--- src/rtl/ppt_pkg.sv ---
// Shared types and codes for the promotable priority table.
package ppt_pkg;

    // Field widths of the request and result payloads
    localparam int ID_W   = 6;
    localparam int DATA_W = 32;
    localparam int PRIO_W = 16;
    localparam int OP_W   = 3;
    localparam int STAT_W = 2;

    // Operation codes
    localparam logic [OP_W-1:0] OP_ADD     = 3'd0;
    localparam logic [OP_W-1:0] OP_PROMOTE = 3'd1;
    localparam logic [OP_W-1:0] OP_PEEK    = 3'd2;
    localparam logic [OP_W-1:0] OP_POP     = 3'd3;
    localparam logic [OP_W-1:0] OP_CHECK   = 3'd4;
    localparam logic [OP_W-1:0] OP_READ    = 3'd5;

    // Status codes
    localparam logic [STAT_W-1:0] ST_OK     = 2'd0;
    localparam logic [STAT_W-1:0] ST_FULL   = 2'd1;
    localparam logic [STAT_W-1:0] ST_EMPTY  = 2'd2;
    localparam logic [STAT_W-1:0] ST_BAD_ID = 2'd3;

    typedef struct packed {
        logic [OP_W-1:0]   operation;
        logic [ID_W-1:0]   entry_id;
        logic [DATA_W-1:0] entry_data;
    } t_req;

    typedef struct packed {
        logic [ID_W-1:0]   result_id;
        logic [DATA_W-1:0] result_data;
        logic [PRIO_W-1:0] result_priority;
        logic              is_live;
        logic [STAT_W-1:0] status;
    } t_rsp;

    // Commands from the controller to the datapath
    typedef struct packed {
        logic capture;
        logic add;
        logic res_full;
        logic rd_id;
        logic res_bad;
        logic res_empty;
        logic res_zero;
        logic single;
        logic scan_start;
        logic scan_step;
        logic scan_end;
        logic load_out;
    } t_cmd;

    // Status from the datapath to the controller
    typedef struct packed {
        logic [OP_W-1:0] op;
        logic            full;
        logic            id_ok;
        logic            empty;
        logic            scan_last;
        logic            out_free;
    } t_stat;

endpackage

--- src/rtl/promotable_priority_table.sv ---
// Top level of the promotable priority table: controller plus datapath.
//
// Usage: requests enter on i_req with i_req_valid; o_req_stall holds them
// off while one request is in work. Results leave on o_rsp with o_rsp_valid
// and are held until a cycle with i_rsp_stall low. One result per request.
// Operations: add, promote, peek max, pop max, check valid, read data.
// Path through the controller from acceptance to result valid:
//   add and unknown operations, and any immediate error: decode, done;
//   promote, check valid, read data on a used id: decode, read wait, done;
//   peek and pop: decode, scan, scan end, done; the scan covers N = ids handed out
//   so far (at most CAPACITY), read one entry per cycle from the single entry memory.
// A new request is taken in the cycle after its predecessor's result is
// registered, even while that result is still stalled; a stalled receiver
// blocks the next request only once its result is ready to be written.
// Reset (synchronous, active low) empties the table and restarts ids at 0;
// no memory clearing is needed, so requests are taken right after reset.
module promotable_priority_table #(
    parameter int CAPACITY       = 64,
    parameter int DATA_WIDTH     = 32,
    parameter int PRIORITY_WIDTH = 16
) (
    input  logic          i_clk,
    input  logic          i_rst_n,
    input  logic          i_req_valid,
    output logic          o_req_stall,
    input  ppt_pkg::t_req i_req,
    output logic          o_rsp_valid,
    input  logic          i_rsp_stall,
    output ppt_pkg::t_rsp o_rsp
);

    ppt_pkg::t_cmd  cmd;
    ppt_pkg::t_stat stat;

    // Sequencer
    ppt_ctrl u_ctrl (
        .i_clk       (i_clk),
        .i_rst_n     (i_rst_n),
        .i_req_valid (i_req_valid),
        .i_stat      (stat),
        .o_cmd       (cmd),
        .o_req_stall (o_req_stall)
    );

    // Storage and compute
    ppt_datapath #(
        .CAPACITY       (CAPACITY),
        .DATA_WIDTH     (DATA_WIDTH),
        .PRIORITY_WIDTH (PRIORITY_WIDTH)
    ) u_datapath (
        .i_clk       (i_clk),
        .i_rst_n     (i_rst_n),
        .i_req       (i_req),
        .i_cmd       (cmd),
        .o_stat      (stat),
        .o_rsp_valid (o_rsp_valid),
        .i_rsp_stall (i_rsp_stall),
        .o_rsp       (o_rsp)
    );

endmodule

--- src/rtl/ppt_ram.sv ---
// Generic simple dual-port RAM with registered read data.
module ppt_ram #(
    parameter int WIDTH = 49,
    parameter int DEPTH = 64
) (
    input  logic                     i_clk,
    input  logic                     i_we,
    input  logic [$clog2(DEPTH)-1:0] i_waddr,
    input  logic [WIDTH-1:0]         i_wdata,
    input  logic                     i_re,
    input  logic [$clog2(DEPTH)-1:0] i_raddr,
    output logic [WIDTH-1:0]         o_rdata
);

    logic [WIDTH-1:0] r_mem [DEPTH];
    logic [WIDTH-1:0] r_rdata;

    // Write port
    always_ff @(posedge i_clk) begin
        if (i_we) begin
            r_mem[i_waddr] <= i_wdata;
        end
    end

    // Registered read port
    always_ff @(posedge i_clk) begin
        if (i_re) begin
            r_rdata <= r_mem[i_raddr];
        end
    end

    assign o_rdata = r_rdata;

endmodule

--- src/rtl/ppt_datapath.sv ---
// Datapath: entry memory, id counters, max scan and result registers.
module ppt_datapath #(
    parameter int CAPACITY       = 64,
    parameter int DATA_WIDTH     = 32,
    parameter int PRIORITY_WIDTH = 16
) (
    input  logic          i_clk,
    input  logic          i_rst_n,
    input  ppt_pkg::t_req i_req,
    input  ppt_pkg::t_cmd i_cmd,
    output ppt_pkg::t_stat o_stat,
    output logic          o_rsp_valid,
    input  logic          i_rsp_stall,
    output ppt_pkg::t_rsp o_rsp
);

    localparam int AW  = $clog2(CAPACITY);
    localparam int CW  = $clog2(CAPACITY + 1);
    localparam int DOW = ppt_pkg::DATA_W;
    localparam int POW = ppt_pkg::PRIO_W;
    localparam int IW  = ppt_pkg::ID_W;
    localparam int SW  = (DATA_WIDTH < DOW) ? DATA_WIDTH : DOW;
    localparam int PW  = PRIORITY_WIDTH;
    localparam int WW  = 1 + PW + SW;
    localparam int XW  = (IW > CW) ? IW : CW;

    ppt_pkg::t_req r_req, n_req;
    ppt_pkg::t_rsp r_res, n_res;
    ppt_pkg::t_rsp r_rsp, n_rsp;
    logic          r_rsp_valid, n_rsp_valid;
    logic [CW-1:0] r_next_free, n_next_free;
    logic [CW-1:0] r_live_count, n_live_count;
    logic [AW-1:0] r_scan, n_scan;
    logic          r_found, n_found;
    logic [AW-1:0] r_best_id, n_best_id;
    logic [PW-1:0] r_best_prio, n_best_prio;
    logic [SW-1:0] r_best_data, n_best_data;

    logic          ram_we;
    logic [AW-1:0] ram_waddr;
    logic [WW-1:0] ram_wdata;
    logic          ram_re;
    logic [AW-1:0] ram_raddr;
    logic [WW-1:0] ram_rdata;

    logic [SW-1:0] rd_data;
    logic [PW-1:0] rd_prio;
    logic [PW-1:0] prio_inc;
    logic          rd_dead;
    logic [AW-1:0] id_idx;
    logic          scan_take;
    logic          out_free;

    // Entry memory: {dead, priority, data}; entries at or above next_free are unused
    ppt_ram #(
        .WIDTH (WW),
        .DEPTH (CAPACITY)
    ) u_ram (
        .i_clk   (i_clk),
        .i_we    (ram_we),
        .i_waddr (ram_waddr),
        .i_wdata (ram_wdata),
        .i_re    (ram_re),
        .i_raddr (ram_raddr),
        .o_rdata (ram_rdata)
    );

    // Split the read word
    assign rd_data   = ram_rdata[SW-1:0];
    assign rd_prio   = ram_rdata[SW+PW-1:SW];
    assign rd_dead   = ram_rdata[WW-1];
    assign prio_inc  = (rd_prio == {PW{1'b1}}) ? rd_prio : rd_prio + PW'(1);
    assign id_idx    = AW'(r_req.entry_id);
    assign scan_take = !rd_dead && (!r_found || rd_prio >= r_best_prio);
    assign out_free  = !r_rsp_valid || !i_rsp_stall;

    // Report conditions to the controller
    always_comb begin
        o_stat.op        = r_req.operation;
        o_stat.full      = (r_next_free == CW'(CAPACITY));
        o_stat.id_ok     = (XW'(r_req.entry_id) < XW'(r_next_free));
        o_stat.empty     = (r_live_count == '0);
        o_stat.scan_last = ((CW'(r_scan) + CW'(1)) == r_next_free);
        o_stat.out_free  = out_free;
    end

    // Execute the controller's commands
    always_comb begin
        n_req        = r_req;
        n_res        = r_res;
        n_rsp        = r_rsp;
        n_rsp_valid  = r_rsp_valid;
        n_next_free  = r_next_free;
        n_live_count = r_live_count;
        n_scan       = r_scan;
        n_found      = r_found;
        n_best_id    = r_best_id;
        n_best_prio  = r_best_prio;
        n_best_data  = r_best_data;
        ram_we       = 1'b0;
        ram_waddr    = '0;
        ram_wdata    = '0;
        ram_re       = 1'b0;
        ram_raddr    = '0;

        // Latch the request
        if (i_cmd.capture) begin
            n_req = i_req;
        end

        // Add an entry at the next unused id
        if (i_cmd.add) begin
            ram_we              = 1'b1;
            ram_waddr           = AW'(r_next_free);
            ram_wdata           = {1'b0, {PW{1'b0}}, SW'(r_req.entry_data)};
            n_res               = '0;
            n_res.result_id     = IW'(r_next_free);
            n_next_free         = r_next_free + CW'(1);
            n_live_count        = r_live_count + CW'(1);
        end

        // Immediate outcomes
        if (i_cmd.res_full) begin
            n_res        = '0;
            n_res.status = ppt_pkg::ST_FULL;
        end
        if (i_cmd.res_bad) begin
            n_res = '0;
            if (r_req.operation != ppt_pkg::OP_CHECK) begin
                n_res.status = ppt_pkg::ST_BAD_ID;
            end
        end
        if (i_cmd.res_empty) begin
            n_res        = '0;
            n_res.status = ppt_pkg::ST_EMPTY;
        end
        if (i_cmd.res_zero) begin
            n_res = '0;
        end

        // Read one addressed entry
        if (i_cmd.rd_id) begin
            ram_re    = 1'b1;
            ram_raddr = id_idx;
        end

        // Finish an operation on one addressed entry
        if (i_cmd.single) begin
            n_res = '0;
            if (rd_dead) begin
                if (r_req.operation != ppt_pkg::OP_CHECK) begin
                    n_res.status = ppt_pkg::ST_BAD_ID;
                end
            end else if (r_req.operation == ppt_pkg::OP_PROMOTE) begin
                ram_we    = 1'b1;
                ram_waddr = id_idx;
                ram_wdata = {1'b0, prio_inc, rd_data};
            end else if (r_req.operation == ppt_pkg::OP_CHECK) begin
                n_res.is_live = 1'b1;
            end else begin
                n_res.result_data = DOW'(rd_data);
            end
        end

        // Start the max scan at entry zero
        if (i_cmd.scan_start) begin
            ram_re    = 1'b1;
            ram_raddr = '0;
            n_scan    = '0;
            n_found   = 1'b0;
        end

        // Compare one entry and fetch the next
        if (i_cmd.scan_step) begin
            ram_re    = 1'b1;
            ram_raddr = r_scan + AW'(1);
            n_scan    = r_scan + AW'(1);
            if (scan_take) begin
                n_found     = 1'b1;
                n_best_id   = r_scan;
                n_best_prio = rd_prio;
                n_best_data = rd_data;
            end
        end

        // Report the maximum; kill it on pop
        if (i_cmd.scan_end) begin
            n_res                 = '0;
            n_res.result_id       = IW'(r_best_id);
            n_res.result_data     = DOW'(r_best_data);
            n_res.result_priority = POW'(r_best_prio);
            if (r_req.operation == ppt_pkg::OP_POP) begin
                ram_we       = 1'b1;
                ram_waddr    = r_best_id;
                ram_wdata    = {1'b1, r_best_prio, r_best_data};
                n_live_count = r_live_count - CW'(1);
            end
        end

        // Output register
        if (i_cmd.load_out) begin
            n_rsp_valid = 1'b1;
            n_rsp       = r_res;
        end else if (!i_rsp_stall) begin
            n_rsp_valid = 1'b0;
        end
    end

    // Control registers
    always_ff @(posedge i_clk) begin
        if (!i_rst_n) begin
            r_rsp_valid  <= 1'b0;
            r_next_free  <= '0;
            r_live_count <= '0;
            r_found      <= 1'b0;
        end else begin
            r_rsp_valid  <= n_rsp_valid;
            r_next_free  <= n_next_free;
            r_live_count <= n_live_count;
            r_found      <= n_found;
        end
    end

    // Payload registers
    always_ff @(posedge i_clk) begin
        r_req       <= n_req;
        r_res       <= n_res;
        r_rsp       <= n_rsp;
        r_scan      <= n_scan;
        r_best_id   <= n_best_id;
        r_best_prio <= n_best_prio;
        r_best_data <= n_best_data;
    end

    assign o_rsp_valid = r_rsp_valid;
    assign o_rsp       = r_rsp;

`ifndef SYNTHESIS
    a_live_le_used: assert property (@(posedge i_clk) disable iff (!i_rst_n)
        r_live_count <= r_next_free)
        else $error("live count exceeds ids handed out");

    a_scan_found: assert property (@(posedge i_clk) disable iff (!i_rst_n)
        i_cmd.scan_end |-> r_found)
        else $error("max scan ended without a live entry");

    a_load_when_free: assert property (@(posedge i_clk) disable iff (!i_rst_n)
        i_cmd.load_out |-> out_free)
        else $error("result loaded over an undelivered result");

    a_ids_grow: assert property (@(posedge i_clk) disable iff (!i_rst_n)
        $past(i_rst_n) |-> r_next_free >= $past(r_next_free))
        else $error("next free id moved backward");
`endif

endmodule

--- src/rtl/ppt_ctrl.sv ---
// Controller state machine: sequences each request through the datapath.
module ppt_ctrl (
    input  logic           i_clk,
    input  logic           i_rst_n,
    input  logic           i_req_valid,
    input  ppt_pkg::t_stat i_stat,
    output ppt_pkg::t_cmd  o_cmd,
    output logic           o_req_stall
);

    typedef enum logic [5:0] {
        S_IDLE    = 6'b000001,
        S_DECODE  = 6'b000010,
        S_RDWAIT  = 6'b000100,
        S_SCAN    = 6'b001000,
        S_SCANEND = 6'b010000,
        S_DONE    = 6'b100000
    } t_state;

    t_state r_state, n_state;

    // Next state and commands
    always_comb begin
        n_state = r_state;
        o_cmd   = '0;
        unique case (r_state)
            S_IDLE: begin
                if (i_req_valid) begin
                    o_cmd.capture = 1'b1;
                    n_state       = S_DECODE;
                end
            end
            S_DECODE: begin
                if (i_stat.op == ppt_pkg::OP_ADD) begin
                    o_cmd.add      = !i_stat.full;
                    o_cmd.res_full = i_stat.full;
                    n_state        = S_DONE;
                end else if (i_stat.op == ppt_pkg::OP_PROMOTE
                             || i_stat.op == ppt_pkg::OP_CHECK
                             || i_stat.op == ppt_pkg::OP_READ) begin
                    if (i_stat.id_ok) begin
                        o_cmd.rd_id = 1'b1;
                        n_state     = S_RDWAIT;
                    end else begin
                        o_cmd.res_bad = 1'b1;
                        n_state       = S_DONE;
                    end
                end else if (i_stat.op == ppt_pkg::OP_PEEK
                             || i_stat.op == ppt_pkg::OP_POP) begin
                    if (i_stat.empty) begin
                        o_cmd.res_empty = 1'b1;
                        n_state         = S_DONE;
                    end else begin
                        o_cmd.scan_start = 1'b1;
                        n_state          = S_SCAN;
                    end
                end else begin
                    o_cmd.res_zero = 1'b1;
                    n_state        = S_DONE;
                end
            end
            S_RDWAIT: begin
                o_cmd.single = 1'b1;
                n_state      = S_DONE;
            end
            S_SCAN: begin
                o_cmd.scan_step = 1'b1;
                if (i_stat.scan_last) begin
                    n_state = S_SCANEND;
                end
            end
            S_SCANEND: begin
                o_cmd.scan_end = 1'b1;
                n_state        = S_DONE;
            end
            S_DONE: begin
                if (i_stat.out_free) begin
                    o_cmd.load_out = 1'b1;
                    n_state        = S_IDLE;
                end
            end
            default: begin
                n_state = S_IDLE;
            end
        endcase
    end

    // State register
    always_ff @(posedge i_clk) begin
        if (!i_rst_n) begin
            r_state <= S_IDLE;
        end else begin
            r_state <= n_state;
        end
    end

    assign o_req_stall = (r_state != S_IDLE);

endmodule
--- config.mk ---
export PLATFORM = sky130hd
export DESIGN_NAME = promotable_priority_table
export DESIGN_NICKNAME = d
export VERILOG_FILES = /design/src/rtl/ppt_pkg.sv /design/src/rtl/promotable_priority_table.sv /design/src/rtl/ppt_ram.sv /design/src/rtl/ppt_datapath.sv /design/src/rtl/ppt_ctrl.sv
export SDC_FILE = /design/constraint.sdc
export NUM_CORES = 2
export LEC_CHECK = 0
export ABC_AREA = 0
export BUFFER_PORTS_ARGS = -buffer_cell sky130_fd_sc_hd__buf_2
export CAP_MARGIN = 20
export CORE_UTILIZATION = 38
export DETAILED_ROUTE_END_ITERATION = 7
export SETUP_SLACK_MARGIN = 0.02
export SYNTH_ARGS = -nofsm -noshare
export SYNTH_HDL_FRONTEND = slang
export SYNTH_HIERARCHICAL = 1
export SYNTH_SLANG_ARGS = --single-unit
--- constraint.sdc ---
create_clock -name i_clk -period 19 [get_ports i_clk]
set_input_delay 2.85 -clock i_clk [delete_from_list [all_inputs] [get_ports i_clk]]
set_output_delay 2.85 -clock i_clk [all_outputs]
set_load 0.05 [all_outputs]
==> impl_metrics.tcl <==
set metrics [dict create \
    max_freq_ghz 0.133 \
    end_kind "flop" \
    total_power_w 0.0150 \
    maxCapViolations 0 \
    r2r_end "u_datapath/u_ram/o_rdata[18]" \
    die_area_um2 347000 \
    yosys_register_bits 3422 \
    p_int_w 0.0120 \
    tns_ns 0 \
    cts_setup_buffers 0 \
    cts_tree "built" \
    drv_slew 0 \
    cp_data_required_time_ns 19.68 \
    syn_area_um2 131000 \
    dr_wl_met2_um 180000 \
    cts_hold_buf 0 \
    pin_count 104 \
    dp_cells 10700 \
    combPwrFrac_pct 0.5 \
    power.switching_w 0.00298 \
    whs_ns 0.415 \
    first_global_vias 66600 \
    final_cell_mix "edfxtp_1 (3397), mux4_2 (743), clkbuf_16 (358)" \
    firstDrtPassIters 6 \
    wl_um 387000 \
    hold_viol 0 \
    vias 68200 \
    hold_path_end "u_datapath/o_rsp[15]" \
    routabilityCongestion 0.808 \
    clk_latency_ns 0.93 \
    final_common_cell "edfxtp_1" \
    rsz0062_at_grt "no" \
    fin_cells 11300 \
    area_growth_pct 14.3 \
    drcViolationCount 0 \
    netSwitchingFraction_pct 19.9 \
    rrSetupSlack_ns 11.49 \
    setup_violations 0 \
    cts_num_sinks 3422 \
    seq_power_share_pct 54.8 \
    antenna_found_initial 17 \
    finalCritPeriodShare_pct 39.5 \
    core-area_um2 343000 \
    worst-slew-pin-transition_ns 1.20 \
    grt_max_degree 111 \
    initial_utilization_pct 38.2 \
    hp-class "reg -> reg" \
    port_buffers 103 \
    met3WireLength_um 40600 \
    post_cts_resized 0 \
    die_h_um 589 \
    yosysSeqAreaShare_pct 78.2 \
    clock_power_share_pct 44.7 \
    wl_met1_um 157000 \
    cp-start-kind "flop" \
    grt_first_pass_wirelength_um 532000 \
    drive_above_1_share_pct 25.6 \
    async_flop_share_pct 0 \
    top_layer "met5" \
    synth_edf_count 3397 \
    netlist_instances 6112 \
    drtIter0Drc 10600 \
    crit_fanout 94 \
    p_leak_nw 42.3 \
    crit_type "reg -> reg" \
    finalClockSkew_ns 0.0397 \
    grt_usage_pct 21.8 \
    peakVddDrop_v 0.0000745 \
    synth_nets 6185 \
    yosysUniqueCellTypes 73 \
    timing.rr.start "u_datapath/r_next_free[1]" \
    maxSlewHeadroom_pct 20.1 \
    dp_hpwl_um 206000 \
    detail-route-antenna-nets 0 \
    r2r_cells 19 \
    clk_pin_slew_ns 0.06 \
    max-clock-path-buffers 4 \
    fin_crit_ns 7.51 \
    ys.flop_type "edfxtp_1" \
    numCtsBuffers 352 \
    synth_warnings 6 \
    finalNetCount 6529 \
    status "finished clean" \
    via_per_inst 6.03 \
    clock-root-buffer "clkbuf_16" \
    row_count 215 \
    avgSynthCellArea_um2 21.4 \
    power.density_nw_per_um2 100 \
    hp-start "u_datapath/r_res[15]" \
    cts_htree_levels 5 \
    wl_per_cell_um 34.2 \
    die_w_um 589 \
    gr-total-overflow 0 \
    min_path_cells 0 \
    arrival_ns 8.19 \
]
worst max-delay path: stages, from the launching register on:
cell,delay [ns]
dfxtp_1,0.46
inv_1,0.11
ha_1,0.31
o21ai_0,0.09
a21boi_0,0.13
o2111ai_1,0.20
a21o_1,0.18
o21ai_0,0.13
nor3_1,0.39
inv_1,0.10
nor2_1,0.54
a21o_4,0.70
buf_12,0.63
buf_4,0.85
buf_4,0.84
mux4_2,0.60
and2_1,0.17
a211oi_1,0.22
o22ai_1,0.15
and3_1,0.17
Yosys cell counts (17+ instances only):
| cell type | count | area (um2) |
|---|---|---|
| mux4_2 | 743 | 16700 |
| ha_1 | 28 | 350 |
| nor2b_1 | 44 | 275 |
| edfxtp_1 | 3397 | 102000 |
| nand4_1 | 90 | 563 |
| a211oi_1 | 44 | 330 |
| inv_1 | 33 | 124 |
| nor3_1 | 18 | 90.1 |
| a22oi_1 | 97 | 728 |
| nor2_1 | 149 | 559 |
| and3_1 | 48 | 300 |
| nand2b_1 | 17 | 106 |
| nand3_1 | 137 | 686 |
| buf_1 | 26 | 97.6 |
| buf_6 | 28 | 315 |
| o22ai_1 | 97 | 607 |
| mux2i_1 | 92 | 921 |
| xnor2_1 | 18 | 158 |
| buf_2 | 91 | 455 |
| o221ai_1 | 78 | 683 |
| dfxtp_1 | 25 | 500 |
| a22o_1 | 41 | 359 |
| nand2_1 | 245 | 920 |
| a31oi_1 | 40 | 250 |
| buf_4 | 44 | 330 |
| and2_1 | 51 | 319 |
| a21oi_1 | 61 | 305 |
| a311oi_1 | 25 | 219 |
| clkbuf_1 | 164 | 616 |
| o21ai_0 | 17 | 85.1 |
routing by layer:
layer / GRT usage (%) / vias to the layer above
met1: 31.6 / 36900
met2: 34.2 / 4164
li1: - / 26500
met3: 4.04 / 571
met5: 0 / -
met4: 5.24 / 8
cells by family after synthesis:
kind of cell	synth area share, %
flip-flops	78.2
multiplexers	13.5
buffers and inverters	1.48
AO/OA/AOI/OAI	3.00
XOR/XNOR	0.194
AND/OR/NAND/NOR	3.34
adder cells (fa/ha/maj)	0.267
worst max-delay path by stage:
stage,from,end
2_1_floorplan,u_datapath/r_next_free[0],u_datapath/u_ram/r_mem[49][0]
3_3_place_gp,u_datapath/r_next_free[1],u_datapath/u_ram/o_rdata[13]
3_5_place_dp,u_datapath/r_next_free[1],u_datapath/u_ram/o_rdata[18]
4_1_cts,u_datapath/r_next_free[1],u_datapath/u_ram/o_rdata[18]
5_1_grt,u_datapath/r_next_free[1],u_datapath/u_ram/o_rdata[9]
6_report,u_datapath/r_next_free[1],u_datapath/u_ram/o_rdata[18]
power by group through the flow:
stage	logic, W	registers (W)	clock network (W)
final	0.0000741	0.00821	0.00670
after global routing	0.0000790	0.00820	0.00706
after CTS	0.0000746	0.00821	0.00679
after detailed placement	0.0000743	0.00837	0
after global placement	0.0000736	0.00837	0
after floorplan	0.0000411	0.00836	0
stage by stage:
step	worst slack (ns)	cell area (um2)	util, %
5_1_grt	10.83	150000	43.7
6_report	11.49	150000	43.7
3_3_place_gp	11.56	139000	40.4
3_5_place_dp	11.49	139000	40.4
4_1_cts	11.46	150000	43.7
2_1_floorplan	12.20	131000	-
state kept, by name (all words and copies together), names as in the netlist, 3 cells and up:
signal and cells:
u_ctrl/r_state 6, u_datapath/id_idx 6, u_datapath/o_rsp 57, u_datapath/o_stat 3, u_datapath/r_best_data 32, u_datapath/r_best_id 6, u_datapath/r_best_prio 16, u_datapath/r_live_count 7
u_datapath/r_next_free 7, u_datapath/r_req 32, u_datapath/r_res 57, u_datapath/r_scan 6, u_datapath/u_ram/o_rdata 49, u_datapath/u_ram/r_mem 3136
cell type report:
| cell class | count | area [um2] |
|---|---|---|
| antenna | 1 | 2.50 |
| clock buffer | 418 | 9180 |
| clock inverter | 216 | 1870 |
| fill | 28900 | 193000 |
| inverter | 35 | 134 |
| multi-input combinational | 2302 | 27900 |
| sequential | 3422 | 103000 |
| tap | 4557 | 5700 |
| timing repair buffer | 343 | 2520 |
No activity file was read; power rests on OpenSTA's default activity.
